--- config.mk ---
export PLATFORM = sky130hd
export DESIGN_NAME = multi_stack_shared_store_unit_flat
export DESIGN_NICKNAME = d
export VERILOG_FILES = /design/src/mss_pkg.sv /design/src/mss_chan_if.sv /design/src/multi_stack_shared_store_unit.sv /design/src/flat_wrapper.sv
export VERILOG_INCLUDE_DIRS = /design/src /design/src/src
export SDC_FILE = /design/constraint.sdc
export NUM_CORES = 1
export LEC_CHECK = 0
export BUFFER_PORTS_ARGS = -buffer_cell sky130_fd_sc_hd__buf_2
export CORE_MARGIN = 1.5
export CORE_UTILIZATION = 30
export DETAILED_ROUTE_END_ITERATION = 10
export SLEW_MARGIN = 20
export SYNTH_ARGS = -nofsm -noshare
export SYNTH_HDL_FRONTEND = slang
export SYNTH_SLANG_ARGS = --single-unit
--- constraint.sdc ---
create_clock -name clk -period 9.37 [get_ports clk]
set_input_delay 1.874 -clock clk [delete_from_list [all_inputs] [get_ports clk]]
set_output_delay 1.874 -clock clk [all_outputs]
set_load 0.005 [all_outputs]
--- src/assert_macros.svh ---
// Assertion macros shared by the RTL of the multi-stack store.
// Depends on a clock named clk and a synchronous reset named rst in scope.
`ifndef ASSERT_MACROS_SVH
`define ASSERT_MACROS_SVH

// Check a property on every rising edge, outside reset
`define ASSERT_CLK(label, prop, msg) \
  label: assert property (@(posedge clk) disable iff (rst) (prop)) else $error(msg);

// Check that a condition never holds, outside reset
`define ASSERT_NEVER(label, cond, msg) \
  label: assert property (@(posedge clk) disable iff (rst) !(cond)) else $error(msg);

`endif

--- src/mss_pkg.sv ---
// Package for the multi-stack shared store: defaults, codes and payload types.
// No dependencies.
`default_nettype none

package mss_pkg;

  // Default sizing handed to the top level
  localparam int ENTRIES_DEF    = 16;
  localparam int STACKS_DEF     = 4;
  localparam int DATA_WIDTH_DEF = 32;

  // Fixed field widths of the transactions
  localparam int SID_W    = 2;
  localparam int VALUE_W  = 32;
  localparam int STATUS_W = 2;

  // Operation codes
  localparam logic OP_PUSH = 1'b0;
  localparam logic OP_POP  = 1'b1;

  // Status codes
  localparam logic [STATUS_W-1:0] ST_OK    = 2'd0;
  localparam logic [STATUS_W-1:0] ST_FULL  = 2'd1;
  localparam logic [STATUS_W-1:0] ST_EMPTY = 2'd2;

  typedef struct packed {
    logic               kind;
    logic [SID_W-1:0]   stack_id;
    logic [VALUE_W-1:0] push_value;
  } cmd_t;

  typedef struct packed {
    logic [VALUE_W-1:0]  pop_value;
    logic [STATUS_W-1:0] status;
  } rsp_t;

endpackage

`default_nettype wire

--- src/mss_chan_if.sv ---
// Valid/ready channel carrying one payload of a given type per transaction.
// Used with the payload types of mss_pkg.
`default_nettype none

interface mss_chan_if #(
  parameter type T = logic
);
  logic valid;
  logic ready;
  T     payload;

  modport source (output valid, output payload, input ready);
  modport sink   (input valid, input payload, output ready);
endinterface

`default_nettype wire

--- src/multi_stack_shared_store_unit.sv ---
// Several LIFO stacks sharing one entry store with a free list (mss_pkg, mss_chan_if).
// Response: registered on commit in S_EXEC, after the command is taken in S_IDLE;
// commit waits while the previous response is not taken. A new command is taken only
// in S_IDLE, after the read of the link/data memories and the write-back of the last.
// Reset (rst, synchronous): all stacks empty, free list 0..ENTRIES-1 in order, no
// clearing pass (a fill mark stands in for the initial links); data is undefined.
`default_nettype none

`include "assert_macros.svh"

module multi_stack_shared_store_unit
  import mss_pkg::*;
#(
  parameter int ENTRIES    = ENTRIES_DEF,
  parameter int STACKS     = STACKS_DEF,
  parameter int DATA_WIDTH = DATA_WIDTH_DEF
) (
  input  wire         clk,
  input  wire         rst,
  mss_chan_if.sink    cmd,
  mss_chan_if.source  rsp
);

  // Index width holds ENTRIES itself as the "none" mark
  localparam int IW = $clog2(ENTRIES + 1);
  localparam int AW = (ENTRIES > 1) ? $clog2(ENTRIES) : 1;
  localparam int SW = (STACKS > 1) ? $clog2(STACKS) : 1;
  localparam logic [IW-1:0] IDX_NONE = IW'(ENTRIES);

  localparam logic S_IDLE = 1'b0;
  localparam logic S_EXEC = 1'b1;

  // Control state
  logic          state;
  logic [IW-1:0] free_head;
  logic [IW-1:0] wm;            // entries at or above this were never allocated
  logic [IW-1:0] heads [STACKS];
  logic          out_valid;

  // Operation held across the read cycle
  logic                  op_q;
  logic [SW-1:0]         sid_q;
  logic [DATA_WIDTH-1:0] value_q;
  logic [IW-1:0]         slot_q;
  logic                  fail_q;

  // Memories and their registered read data
  logic [IW-1:0]         link_mem [ENTRIES];
  logic [DATA_WIDTH-1:0] data_mem [ENTRIES];
  logic [IW-1:0]         link_rd;
  logic [DATA_WIDTH-1:0] data_rd;

  logic                  accept;
  logic                  commit;
  logic                  sid_ok;
  logic [SW-1:0]         sid_idx;
  logic [IW-1:0]         head_cur;
  logic [IW-1:0]         slot;
  logic                  fail;
  logic                  fresh;
  logic [IW-1:0]         link_eff;
  logic [IW-1:0]         link_wr;
  logic [IW-1:0]         head_next;
  logic [IW-1:0]         free_head_next;
  logic [IW-1:0]         wm_next;
  rsp_t                  rsp_q;

  assign cmd.ready   = (state == S_IDLE);
  assign rsp.valid   = out_valid;
  assign rsp.payload = rsp_q;

  assign accept = cmd.valid && cmd.ready;
  assign commit = (state == S_EXEC) && (!out_valid || rsp.ready);

  // Decode the command and pick the entry it touches
  always_comb begin
    sid_ok   = (32'(cmd.payload.stack_id) < 32'(STACKS));
    sid_idx  = SW'(cmd.payload.stack_id);
    head_cur = sid_ok ? heads[sid_idx] : IDX_NONE;
    if (cmd.payload.kind == OP_PUSH) begin
      slot = free_head;
      fail = !sid_ok || (free_head == IDX_NONE);
    end else begin
      slot = head_cur;
      fail = (head_cur == IDX_NONE);
    end
  end

  // Work out the write-back from the read data
  always_comb begin
    fresh    = (slot_q == wm);
    link_eff = fresh ? (slot_q + IW'(1)) : link_rd;
    if (op_q == OP_PUSH) begin
      link_wr        = heads[sid_q];
      head_next      = slot_q;
      free_head_next = link_eff;
      wm_next        = fresh ? (wm + IW'(1)) : wm;
    end else begin
      link_wr        = free_head;
      head_next      = link_rd;
      free_head_next = slot_q;
      wm_next        = wm;
    end
  end

  // Sequence the idle and execute states and update the list heads
  always_ff @(posedge clk) begin
    if (rst) begin
      state     <= S_IDLE;
      free_head <= '0;
      wm        <= '0;
      out_valid <= 1'b0;
      for (int i = 0; i < STACKS; i++) begin
        heads[i] <= IDX_NONE;
      end
    end else begin
      if (out_valid && rsp.ready && !commit) begin
        out_valid <= 1'b0;
      end
      case (state)
        S_IDLE: begin
          if (accept) begin
            state <= S_EXEC;
          end
        end
        S_EXEC: begin
          if (commit) begin
            state     <= S_IDLE;
            out_valid <= 1'b1;
            if (!fail_q) begin
              free_head    <= free_head_next;
              wm           <= wm_next;
              heads[sid_q] <= head_next;
            end
          end
        end
        default: state <= S_IDLE;
      endcase
    end
  end

  // Hold the command for the write-back cycle
  always_ff @(posedge clk) begin
    if (accept) begin
      op_q    <= cmd.payload.kind;
      sid_q   <= sid_idx;
      value_q <= DATA_WIDTH'(cmd.payload.push_value);
      slot_q  <= slot;
      fail_q  <= fail;
    end
  end

  // Load the response register
  always_ff @(posedge clk) begin
    if (commit) begin
      if (fail_q) begin
        rsp_q.pop_value <= '0;
        rsp_q.status    <= (op_q == OP_PUSH) ? ST_FULL : ST_EMPTY;
      end else begin
        rsp_q.status    <= ST_OK;
        rsp_q.pop_value <= (op_q == OP_POP) ? VALUE_W'(data_rd) : '0;
      end
    end
  end

  // Link memory: read on accept, write back on a successful commit
  always_ff @(posedge clk) begin
    if (accept) begin
      link_rd <= link_mem[AW'(slot)];
    end
    if (commit && !fail_q) begin
      link_mem[AW'(slot_q)] <= link_wr;
    end
  end

  // Data memory: read on accept, write on a successful push
  always_ff @(posedge clk) begin
    if (accept) begin
      data_rd <= data_mem[AW'(slot)];
    end
    if (commit && !fail_q && (op_q == OP_PUSH)) begin
      data_mem[AW'(slot_q)] <= value_q;
    end
  end

  // Checks
  `ASSERT_CLK(a_wm_range, wm <= IDX_NONE, "fill mark beyond store size")
  `ASSERT_CLK(a_pop_written,
    (state == S_EXEC && op_q == OP_POP && !fail_q) |-> (slot_q < wm),
    "pop of an entry that was never allocated")
  `ASSERT_CLK(a_full_refused,
    (accept && cmd.payload.kind == OP_PUSH && free_head == IDX_NONE) |=> fail_q,
    "push into a full store not refused")
  `ASSERT_CLK(a_one_at_a_time, accept |=> !cmd.ready,
    "new command taken during write-back")

endmodule

`default_nettype wire

--- src/flat_wrapper.sv ---
// flat-port wrapper written by rule: the top's interface ports become plain ports
module multi_stack_shared_store_unit_flat import mss_pkg::*;
#(
  parameter int ENTRIES    = ENTRIES_DEF,
  parameter int STACKS     = STACKS_DEF,
  parameter int DATA_WIDTH = DATA_WIDTH_DEF
)
  (clk, rst, cmd_valid, cmd_payload, cmd_ready, rsp_valid, rsp_payload, rsp_ready);
  mss_chan_if #(.T(cmd_t)) cmd_i ();
  mss_chan_if #(.T(rsp_t)) rsp_i ();
  input  wire clk;
  input  wire rst;
  input wire logic [$bits(cmd_i.valid)-1:0] cmd_valid;
  input wire logic [$bits(cmd_i.payload)-1:0] cmd_payload;
  output wire logic [$bits(cmd_i.ready)-1:0] cmd_ready;
  output wire logic [$bits(rsp_i.valid)-1:0] rsp_valid;
  output wire logic [$bits(rsp_i.payload)-1:0] rsp_payload;
  input wire logic [$bits(rsp_i.ready)-1:0] rsp_ready;
  assign cmd_i.valid = cmd_valid;
  assign cmd_i.payload = cmd_payload;
  assign cmd_ready = cmd_i.ready;
  assign rsp_valid = rsp_i.valid;
  assign rsp_payload = rsp_i.payload;
  assign rsp_i.ready = rsp_ready;
  multi_stack_shared_store_unit #(.ENTRIES(ENTRIES), .STACKS(STACKS), .DATA_WIDTH(DATA_WIDTH)) u_core (.clk(clk), .rst(rst), .cmd(cmd_i), .rsp(rsp_i));
endmodule
After elaboration in Yosys (flattened, before gate mapping)
Memory sizes are Yosys's and may differ from the RTL's. A register that Yosys moved wholly into a read port is not among the register bits.
Index checks and enable logic that the tools add are counted.
{ "word_totals": {"mem_bits_rw": 612, "wordCells": 64, "mem_count": 3, "mem_bits_ro": 0, "ff_bits": 87, "output_inout_bits": 36, "input_bits": 39, "latch_bits": 0} }
{ "classes": {"n_addsub": 2, "mux": 28, "n_reduce_logical": 14, "bitwise_logic": 3, "div": 0, "shift": 0, "order_cmp": 0, "eq_ne": 3, "mul": 0} }
{ "memory_table": {"columns": ["name", "depth", "word_bits", "rd", "rd_clocked_by_memory_dff", "write_ports", "line_no", "text"], "rows": [
  ["u_core.data_mem", 16, 32, 1, 1, 1, "multi_stack_shared_store_unit.sv:49", "logic [DATA_WIDTH-1:0] data_mem [ENTRIES];"],
  ["u_core.link_mem", 16, 5, 1, 1, 1, "multi_stack_shared_store_unit.sv:48", "logic [IW-1:0] link_mem [ENTRIES];"],
  ["u_core.heads", 4, 5, 2, 1, 4, "multi_stack_shared_store_unit.sv:37", "logic [IW-1:0] heads [STACKS];"]
]} }
{ "ops": {"columns": ["operator", "count"], "rows": [
  ["$mux W5", 6],
  ["$mux W1", 18],
  ["$add A5 B1 Y5 const B", 2],
  ["$eq A5 B5 Y1 const B", 2],
  ["$logic_and A1 B1 Y1", 6],
  ["$mux W2", 3],
  ["$eq A5 B5 Y1", 1],
  ["$reduce_and A5 Y1", 1],
  ["$reduce_or A5 Y1", 1],
  ["$logic_not A1 Y1", 3],
  ["$not A1 Y1", 3],
  ["$reduce_and A3 Y1", 1],
  ["$pmux W1 S2", 1],
  ["$reduce_or A2 Y1", 1],
  ["$logic_or A1 B1 Y1", 1]
]} }

Depth between registers and ports, before layout
Gate-level depths: netlist of the first run.
{ "depth": {"ltp_word": 9, "depth_mapped": 10, "depth_no_buf": 7} }

Least setup slack after synthesis of the first run
OpenSTA, ideal clock, no wires.
{ "synth_path": {"path_type": "input to register", "from": "input cmd_valid", "to": "register with a tool-made name", "required_time_ns": 9.294, "stages": 2, "n_path_buf": 0, "t_arrival_ns": 5.983, "setup_ns": 0.076, "setup_slack_ns": 3.311, "path_cell_list": "nor2b_1 mux2_2"} }
{ "synth_lines": {"columns": ["element", "line_no", "text"], "rows": [
  ["start: declaration", "flat_wrapper.sv:13", "input wire logic [$bits(cmd_i.valid)-1:0] cmd_valid;"]
]} }

Final worst setup path of the first run
{ "layout_path": {"from": "input cmd_payload[32]", "to": "register u_core.data_rd[2] (read register of u_core.data_mem), data pin"} }
{ "layout_via": {"elab_chain_cells": 2} }
{ "layout_rtl": {"columns": ["element", "line_no", "text"], "rows": [
  ["start: declaration", "flat_wrapper.sv:14", "input wire logic [$bits(cmd_i.payload)-1:0] cmd_payload;"],
  ["$mem_v2 Z4 W5", null, null],
  ["$mux W5", "multi_stack_shared_store_unit.sv:80", "if (cmd.payload.kind == OP_PUSH) begin"],
  ["end: declaration", "multi_stack_shared_store_unit.sv:51", "logic [DATA_WIDTH-1:0] data_rd;"]
]} }
No other way between the ends.
A chain may end at the register's enable or synchronous reset.

==> summary.md, run 1 <==
| Metric | Value |
|---|---|
| Slowest-stage cell, CP | buf_4 |
| CTS Buf Count | 77 |
| H-Tree Depth | 3 |
| Drt drc | 0 |
| Finished Layout Cells | 3202 |
| # placed instances | 3066 |
| DRT Pass-1 Iters | 5 |
| PwrDens | 217 nW/µm² |
| Clock Latency Late Sink | 0.64 ns |
| Total grt overflow | 0 |
| Mean post-synth cell area | 15.7 µm² |
| Die area | 96800 µm² |
| CTS Hold Bufs | 0 |
| Unique masters post-synth | 43 |
| Share of cells above drive strength 1 | 13.8% |
| CTS-repair resized insts | 0 |
| DR WL/cell | 21.0 µm |
| Setup_tns | 0 ns |
| N_diodes | 0 |
| CP arrival | 5.39 ns |
| Slowest stage delay, CP | 0.59 ns |
| Final worst slack | 4.35 ns |
| Core ar. | 93700 µm² |
| Worst vdd ir | 0.112 mV |
| Synth Warn # | 0 |
| DRT iter0 DRCs | 1482 |
| DIE WIDTH | 311 µm |
| HPWL Detailed | 35600 µm |
| Worst slew pin tran | 1.09 ns |
| Post-synth top area share | 76.3% |
| Clk slew on worst S/H paths | 0.06 ns |
| Ys flop type | edfxtp_1 |
| Area of the mapped netlist | 28500 µm² |
| GRT Total Usage | 13.6% |
| CTS tree | done |
| Max Freq | 0.199 GHz |
| Final Setup Violations | 0 |
| Initial Utilization | 30.4% |
| Critical path class | in2reg |
| Leak Pwr | 10.4 nW |
| Initial antenna violation count | 1 |
| Max_cap viols | 0 |
| RSZ-0062 raised after global routing | no |
| Global placement routability congestion | 0.777 |
| Sequential area share after synthesis | 77.3% |
| Min-Delay Path Class | reg2reg |
| Final Power | 7.13 mW |
| Pin count of the biggest net entering global routing | 197 |
| Synth top area cells | edfxtp_1, nand2_1, mux2i_1 |
| Worst setup SP type | primary input |
| Status | complete, no violations |
| Vias in the first global route | 15900 |
| Chip height | 311 µm |
| First-pass GRT wire length | 100000 µm |
| Setup bufs post-CTS | 0 |
| Synth Instances | 1817 |
| DR vias | 15900 |
| Yosys top cell by area | edfxtp_1 |
| Clock buffer depth | 3 |
| Worst path cell trace | buf_2 -> mux4_2 -> a21oi_4 -> buf_4 -> inv_8 -> buf_4 -> nand2_1 -> a32o_1 -> o22ai_1 -> or3_1 |
| Area Overhead vs Synth | 15.1% |
| Buffers on Ports | 74 |
| Clock Sinks | 738 |
| Final count of pins violating max slew | 0 |
| Fill cells | 8808 |
| Post-DR vias/cell | 4.96 |
| Most used cell, CP | buf_4 |
| Site Rows | 112 |
| EDFF count, synth | 724 |
| Setup Skew | 0.0267 ns |
| Synth Net Count | 1861 |
| Fin. Hold Viols | 0 |
| Drt total wl | 67400 µm |
| Final nets | 1935 |
| Hold Slack | 0.495 ns |
| # IOs | 75 |
| Slew HR | 27.3% |
| Required time of the critical path | 9.74 ns |
| Crit. End Element | flop |
| Final Cycle Share | 53.5% |
| Root Driver | clkbuf_16 |
| Pre-CTS setup slack | 3.74 ns |
| Maximum fanout along the worst path | 153 |
| Antenna viol nets, final | 0 |
| Fin crit period | 5.02 ns |
| Synthesis-stage register bit count | 738 |
| Async SR Flop Fraction | 0% |
==> state kept, by name, summed over array words and instances (netlist names), named ones only <==
signal,count
u_core.data_mem,512
u_core.op_q,1
u_core.data_rd,32
u_core.wm,5
u_core.sid_q,2
u_core.free_head,5
u_core.link_mem,80
u_core.value_q,32
u_core.rsp.payload,34
u_core.rsp.valid,1
u_core.link_rd,5
u_core.slot_q,5
u_core.fail_q,1
u_core.heads,20
u_core.state,1
==> worst max-delay path, delay by kind of cell <==
kind / cells / cell delay (ns)
buffers and inverters: 4 / 1.73
AO/OA/AOI/OAI: 3 / 0.47
AND/OR/NAND/NOR: 2 / 0.59
multiplexers: 1 / 0.56
==> synthesized netlist by cell type (3+ instances only) <==
cell type	count
or3_1	39
mux4_2	10
inv_1	6
dfxtp_1	14
nand3_1	8
mux2i_1	81
clkbuf_1	61
xnor2_1	4
a221oi_1	74
a21oi_1	155
buf_2	33
nor2b_1	4
xor2_1	6
a32o_1	74
buf_6	5
and2_1	35
edfxtp_1	724
buf_1	12
buf_4	5
o21ai_0	3
nor2_1	54
mux2_2	11
nand2b_1	11
nand2_1	311
ha_1	5
nor3b_1	3
o22ai_1	38
nor3_1	10
==> per-layer routing <==
| metal | vias up | share of wire, % | routed length (µm) | track usage (%) |
|---|---|---|---|---|
| met5 | - | 0.019 | 13 | 0 |
| met4 | 2 | 2.7 | 1840 | 4.99 |
| met3 | 125 | 5.5 | 3740 | 2.24 |
| met2 | 479 | 48 | 32600 | 22.6 |
| met1 | 8086 | 43 | 29200 | 17.9 |
| li1 | 7198 | - | - | - |
==> area by class of cell <==
type | instances | area, µm² | share of cell area, %
inverter | 9 | 41.3 | 0.126
timing repair buffer | 111 | 664 | 2.03
sequential | 738 | 22000 | 67.1
clock inverter | 47 | 428 | 1.30
multi-input combinational | 954 | 6110 | 18.6
clock buffer | 89 | 1970 | 6.01
tap | 1254 | 1570 | 4.78
==> layout by cell type, fill, tap and decap left out, drive strengths merged, types with 2 or more instances in the layout <==
| cell | Yosys | layout |
|---|---|---|
| a211oi | 2 | 2 |
| a21oi | 156 | 156 |
| a221oi | 74 | 74 |
| a31oi | 2 | 2 |
| a32o | 74 | 74 |
| a32oi | 2 | 2 |
| and2 | 35 | 35 |
| buf | 55 | 111 |
| bufinv | 0 | 3 |
| clkbuf | 61 | 89 |
| clkinv | 1 | 38 |
| clkinvlp | 0 | 5 |
| dfxtp | 14 | 14 |
| edfxtp | 724 | 724 |
| ha | 5 | 5 |
| inv | 8 | 10 |
| mux2 | 11 | 11 |
| mux2i | 81 | 81 |
| mux4 | 10 | 10 |
| nand2 | 311 | 311 |
| nand2b | 11 | 11 |
| nand3 | 8 | 8 |
| nand4 | 2 | 2 |
| nor2 | 54 | 54 |
| nor2b | 4 | 4 |
| nor3 | 10 | 10 |
| nor3b | 3 | 3 |
| o21ai | 3 | 3 |
| o22ai | 38 | 38 |
| or2 | 2 | 2 |
| or3 | 39 | 39 |
| xnor2 | 4 | 4 |
| xor2 | 6 | 6 |
==> kinds of logic after synthesis <==
kind of cell	Yosys count	share of synthesized area [%]
flip-flops	738	77.3
multiplexers	102	4.07
buffers and inverters	125	1.99
adder cells (fa/ha/maj)	5	0.220
AND/OR/NAND/NOR	481	7.29
AO/OA/AOI/OAI	356	8.84
XOR/XNOR	10	0.307
==> path summary, 6_finish.rpt <==
path                                    startpoint                                to  slack [ns]  cells after the start
setup / recovery                   cmd_payload[32]       u_core.data_rd[2]$_DFFE_PP_        4.35                     10
hold / removal    u_core.free_head[1]$_SDFFE_PP0P_  u_core.free_head[1]$_SDFFE_PP0P_        0.49                      2
setup reg to reg  u_core.heads[0][0]$_SDFFCE_PN0P_       u_core.data_rd[2]$_DFFE_PP_        5.46                      9
hold reg to reg   u_core.free_head[1]$_SDFFE_PP0P_  u_core.free_head[1]$_SDFFE_PP0P_        0.49                      2
==> metrics by stage <==
step	instance area (µm²)	util [%]
final	32800	35.0
after global routing	32800	35.0
after CTS	32800	35.0
after detailed placement	30400	32.4
after global placement	30400	32.4
after floorplan	28500	-
==> where the power goes <==
part	switching, mW	total (mW)	internal [mW]
Clock	1.29	2.90	1.61
Combinational	0.299	0.457	0.158
Sequential	0.0613	3.78	3.72
Total	1.65	7.13	5.48
No activity file was read; power rests on OpenSTA's default activity.
==> run 2: changes to the inputs <==
Clock period 9.37 ns to 4.6 ns, I/O delays scaled along.
==> run 2 against run 1 <==
Effect of this change: sequential cell count stayed put; wire length is 1.3% lower; non-clock buffer count is 13 higher; first-iteration DRC count is 2.2% higher; critical path type unchanged.
==> summary.md, run 2 (same netlist as run 1, synthesis figures left out) <==
| Metric | Value |
|---|---|
| Status | complete, no violations |
| Worst-case reg-to-reg path depth | 5 (-4) |
| Final count of pins violating max slew | 0 (unchanged) |
| Worst path cell trace | buf_2 -> mux4_2 -> a21oi_4 -> buf_12 -> nand2_1 -> a32o_1 -> o22ai_1 -> or3_1 |
| Vias in the first global route | 16100 (+1.5%) |
| Site Rows | 112 (unchanged) |
| CTS Hold Bufs | 0 (unchanged) |
| Area Overhead vs Synth | 15.7% |
| First-pass GRT wire length | 100000 µm (+0.12%) |
| Crit. End Element | flop |
| Max Freq | 0.306 GHz |
| Setup_tns | 0 ns (unchanged) |
| Final Setup Violations | 0 (unchanged) |
| Clock Latency Late Sink | 0.63 ns (about the same) |
| DR vias | 16000 (+0.93%) |
| Clk slew on worst S/H paths | 0.06 ns (about the same) |
| Reg2Reg Setup Slack | 1.46 ns (-4.00 ns) |
| N_diodes | 0 (unchanged) |
| Flip-flop count of the largest register, all copies and words added | 512 (unchanged) |
| CTS Buf Count | 77 (unchanged) |
| Required time of the critical path | 5.08 ns (-4.66 ns) |
| Worst setup SP type | primary input |
| Chip height | 311 µm (unchanged) |
| Antenna viol nets, final | 0 (unchanged) |
| Clock buffer depth | 3 (unchanged) |
| Slowest-stage cell, CP | buf_12 |
| Worst slew pin tran | 1.14 ns (+0.0511 ns) |
| HPWL Detailed | 36700 µm (+3.2%) |
| Drt total wl | 66500 µm (-1.3%) |
| Clock Sinks | 738 (unchanged) |
| DRT Pass-1 Iters | 7 (+2) |
| CTS tree | done |
| Core ar. | 93700 µm² (unchanged) |
| Total grt overflow | 0 (unchanged) |
| DIE WIDTH | 311 µm (unchanged) |
| CTS-repair resized insts | 0 (unchanged) |
| DR WL/cell | 20.7 µm (-1.6%) |
| Max_cap viols | 0 (unchanged) |
| Initial Utilization | 30.4% (unchanged) |
| Top reg by flops | u_core.data_mem |
| CP arrival | 3.75 ns (-1.64 ns) |
| RSZ-0062 raised after global routing | no |
| GRT Total Usage | 13.5% (-0.098 points) |
| PwrDens | 441 nW/µm² (+100%) |
| Slew HR | 23.9% (-3.4 points) |
| Share of cells above drive strength 1 | 14.2% (+0.49 points) |
| Initial antenna violation count | 1 (unchanged) |
| Global placement routability congestion | 0.802 (+3.2%) |
| Worst vdd ir | 0.214 mV (+91%) |
| Commonest non-fill, non-tap cells in the layout | edfxtp_1, nand2_1, a21oi_1 |
| DRT met1 WL | 28600 µm (-2.0%) |
| Met2 WL | 32800 µm (+0.55%) |
| Drt drc | 0 (unchanged) |
| Hold EP | u_core.value_q[18]$_DFFE_PP_ |
| Critical path class | in2reg |
| Die area | 96800 µm² (unchanged) |
| Cells on Worst Hold Path | 1 (-1) |
| Root Driver | clkbuf_16 |
| Buffers on Ports | 74 (unchanged) |
| Post-DR vias/cell | 4.99 (+0.62%) |
| Leak Pwr | 10.5 nW (+1.0%) |
| # IOs | 75 (unchanged) |
| DRT iter0 DRCs | 1514 (+2.2%) |
| RR Startpoint | u_core.state$_SDFF_PP0_ |
| H-Tree Depth | 3 (unchanged) |
| Setup Skew | 0.0270 ns (+0.000249 ns) |
| R2r endpoint | u_core.data_mem[5][30]$_DFFE_PP_ |
| Delay-heaviest family, CP | buffers and inverters |
| Final Cycle Share | 71.1% |
| Fin crit period | 3.27 ns |
| Maximum fanout along the worst path | 223 (+46%) |
| Final nets | 1948 (+0.67%) |
| Worst Path Buf+Inv | 2 (-2) |
| Slowest stage delay, CP | 0.70 ns (+0.11 ns) |
| Setup bufs post-CTS | 0 (unchanged) |
| Metal3 WL | 3510 µm (-5.9%) |
| Pin count of the biggest net entering global routing | 224 (+14%) |
| Most common cell after layout, fill and taps aside | edfxtp_1 |
| Final Power | 14.6 mW (+100%) |
| Fin. Hold Viols | 0 (unchanged) |
| Min-delay src | cmd_payload[18] |
| Top Metal Used | met4 |
| Min-Delay Path Class | in2reg |
run 2: cell types whose count changed in the layout (fill, tap and decap cells not counted), sizes merged:
cell | previous run | this run
clkinv | 38 | 32
clkbuf | 89 | 91
inv | 10 | 14
bufinv | 3 | 4
buf | 111 | 124
clkinvlp | 5 | 1
run 2: report_power, final:
| group | total, mW | internal, mW | switching [mW] | leakage, nW |
|---|---|---|---|---|
| registers | 7.70 | 7.57 | 0.127 | 6.73 |
| logic | 0.959 | 0.340 | 0.619 | 2.61 |
| clock network | 5.90 | 3.35 | 2.54 | 1.16 |
| total | 14.6 | 11.3 | 3.29 | 10.5 |
run 2: metrics by stage:
step	utilization [%]	hold slack (ns)	cells	setup slack, ns	area [µm²]
global route	35.2	0.449	3212	1.17	33000
global placement	32.6	0.461	3079	0.773	30600
detailed placement	32.6	0.465	3079	0.728	30600
CTS	35.2	0.436	3212	1.35	33000
finish	35.2	0.462	3212	1.33	33000
floorplan	-	0.441	1817	0.0205	28500
run 2: final cells by class:
cell class	instances	area (µm²)
fillers	8758	60800
flip-flops and latches	738	22000
multi-input cells	954	6120
clock buffers	91	2000
well taps	1254	1570
repair buffers	124	846
clock inverters	42	372
inverters	9	41.3
run 2: how the worst max path moves through the flow:
| stage | from | cells past startpoint | slack (ns) | endpoint |
|---|---|---|---|---|
| after global routing | cmd_payload[32] | 8 | 1.17 | u_core.data_rd[14]$_DFFE_PP_ |
| after floorplan | rsp_ready | 4 | 0.02 | u_core.data_mem[13][0]$_DFFE_PP_ |
| after global placement | cmd_payload[32] | 8 | 0.77 | u_core.data_rd[14]$_DFFE_PP_ |
| final | cmd_payload[32] | 8 | 1.33 | u_core.data_rd[14]$_DFFE_PP_ |
| after CTS | cmd_payload[32] | 8 | 1.35 | u_core.data_rd[14]$_DFFE_PP_ |
| after detailed placement | cmd_payload[32] | 8 | 0.73 | u_core.data_rd[14]$_DFFE_PP_ |
run 2: routing by layer:
layer | vias to the layer above | global-route usage [%]
met5 | - | 0
met4 | 0 | 4.75
met3 | 97 | 2.15
met2 | 462 | 22.6
met1 | 8247 | 17.8
li1 | 7232 | -
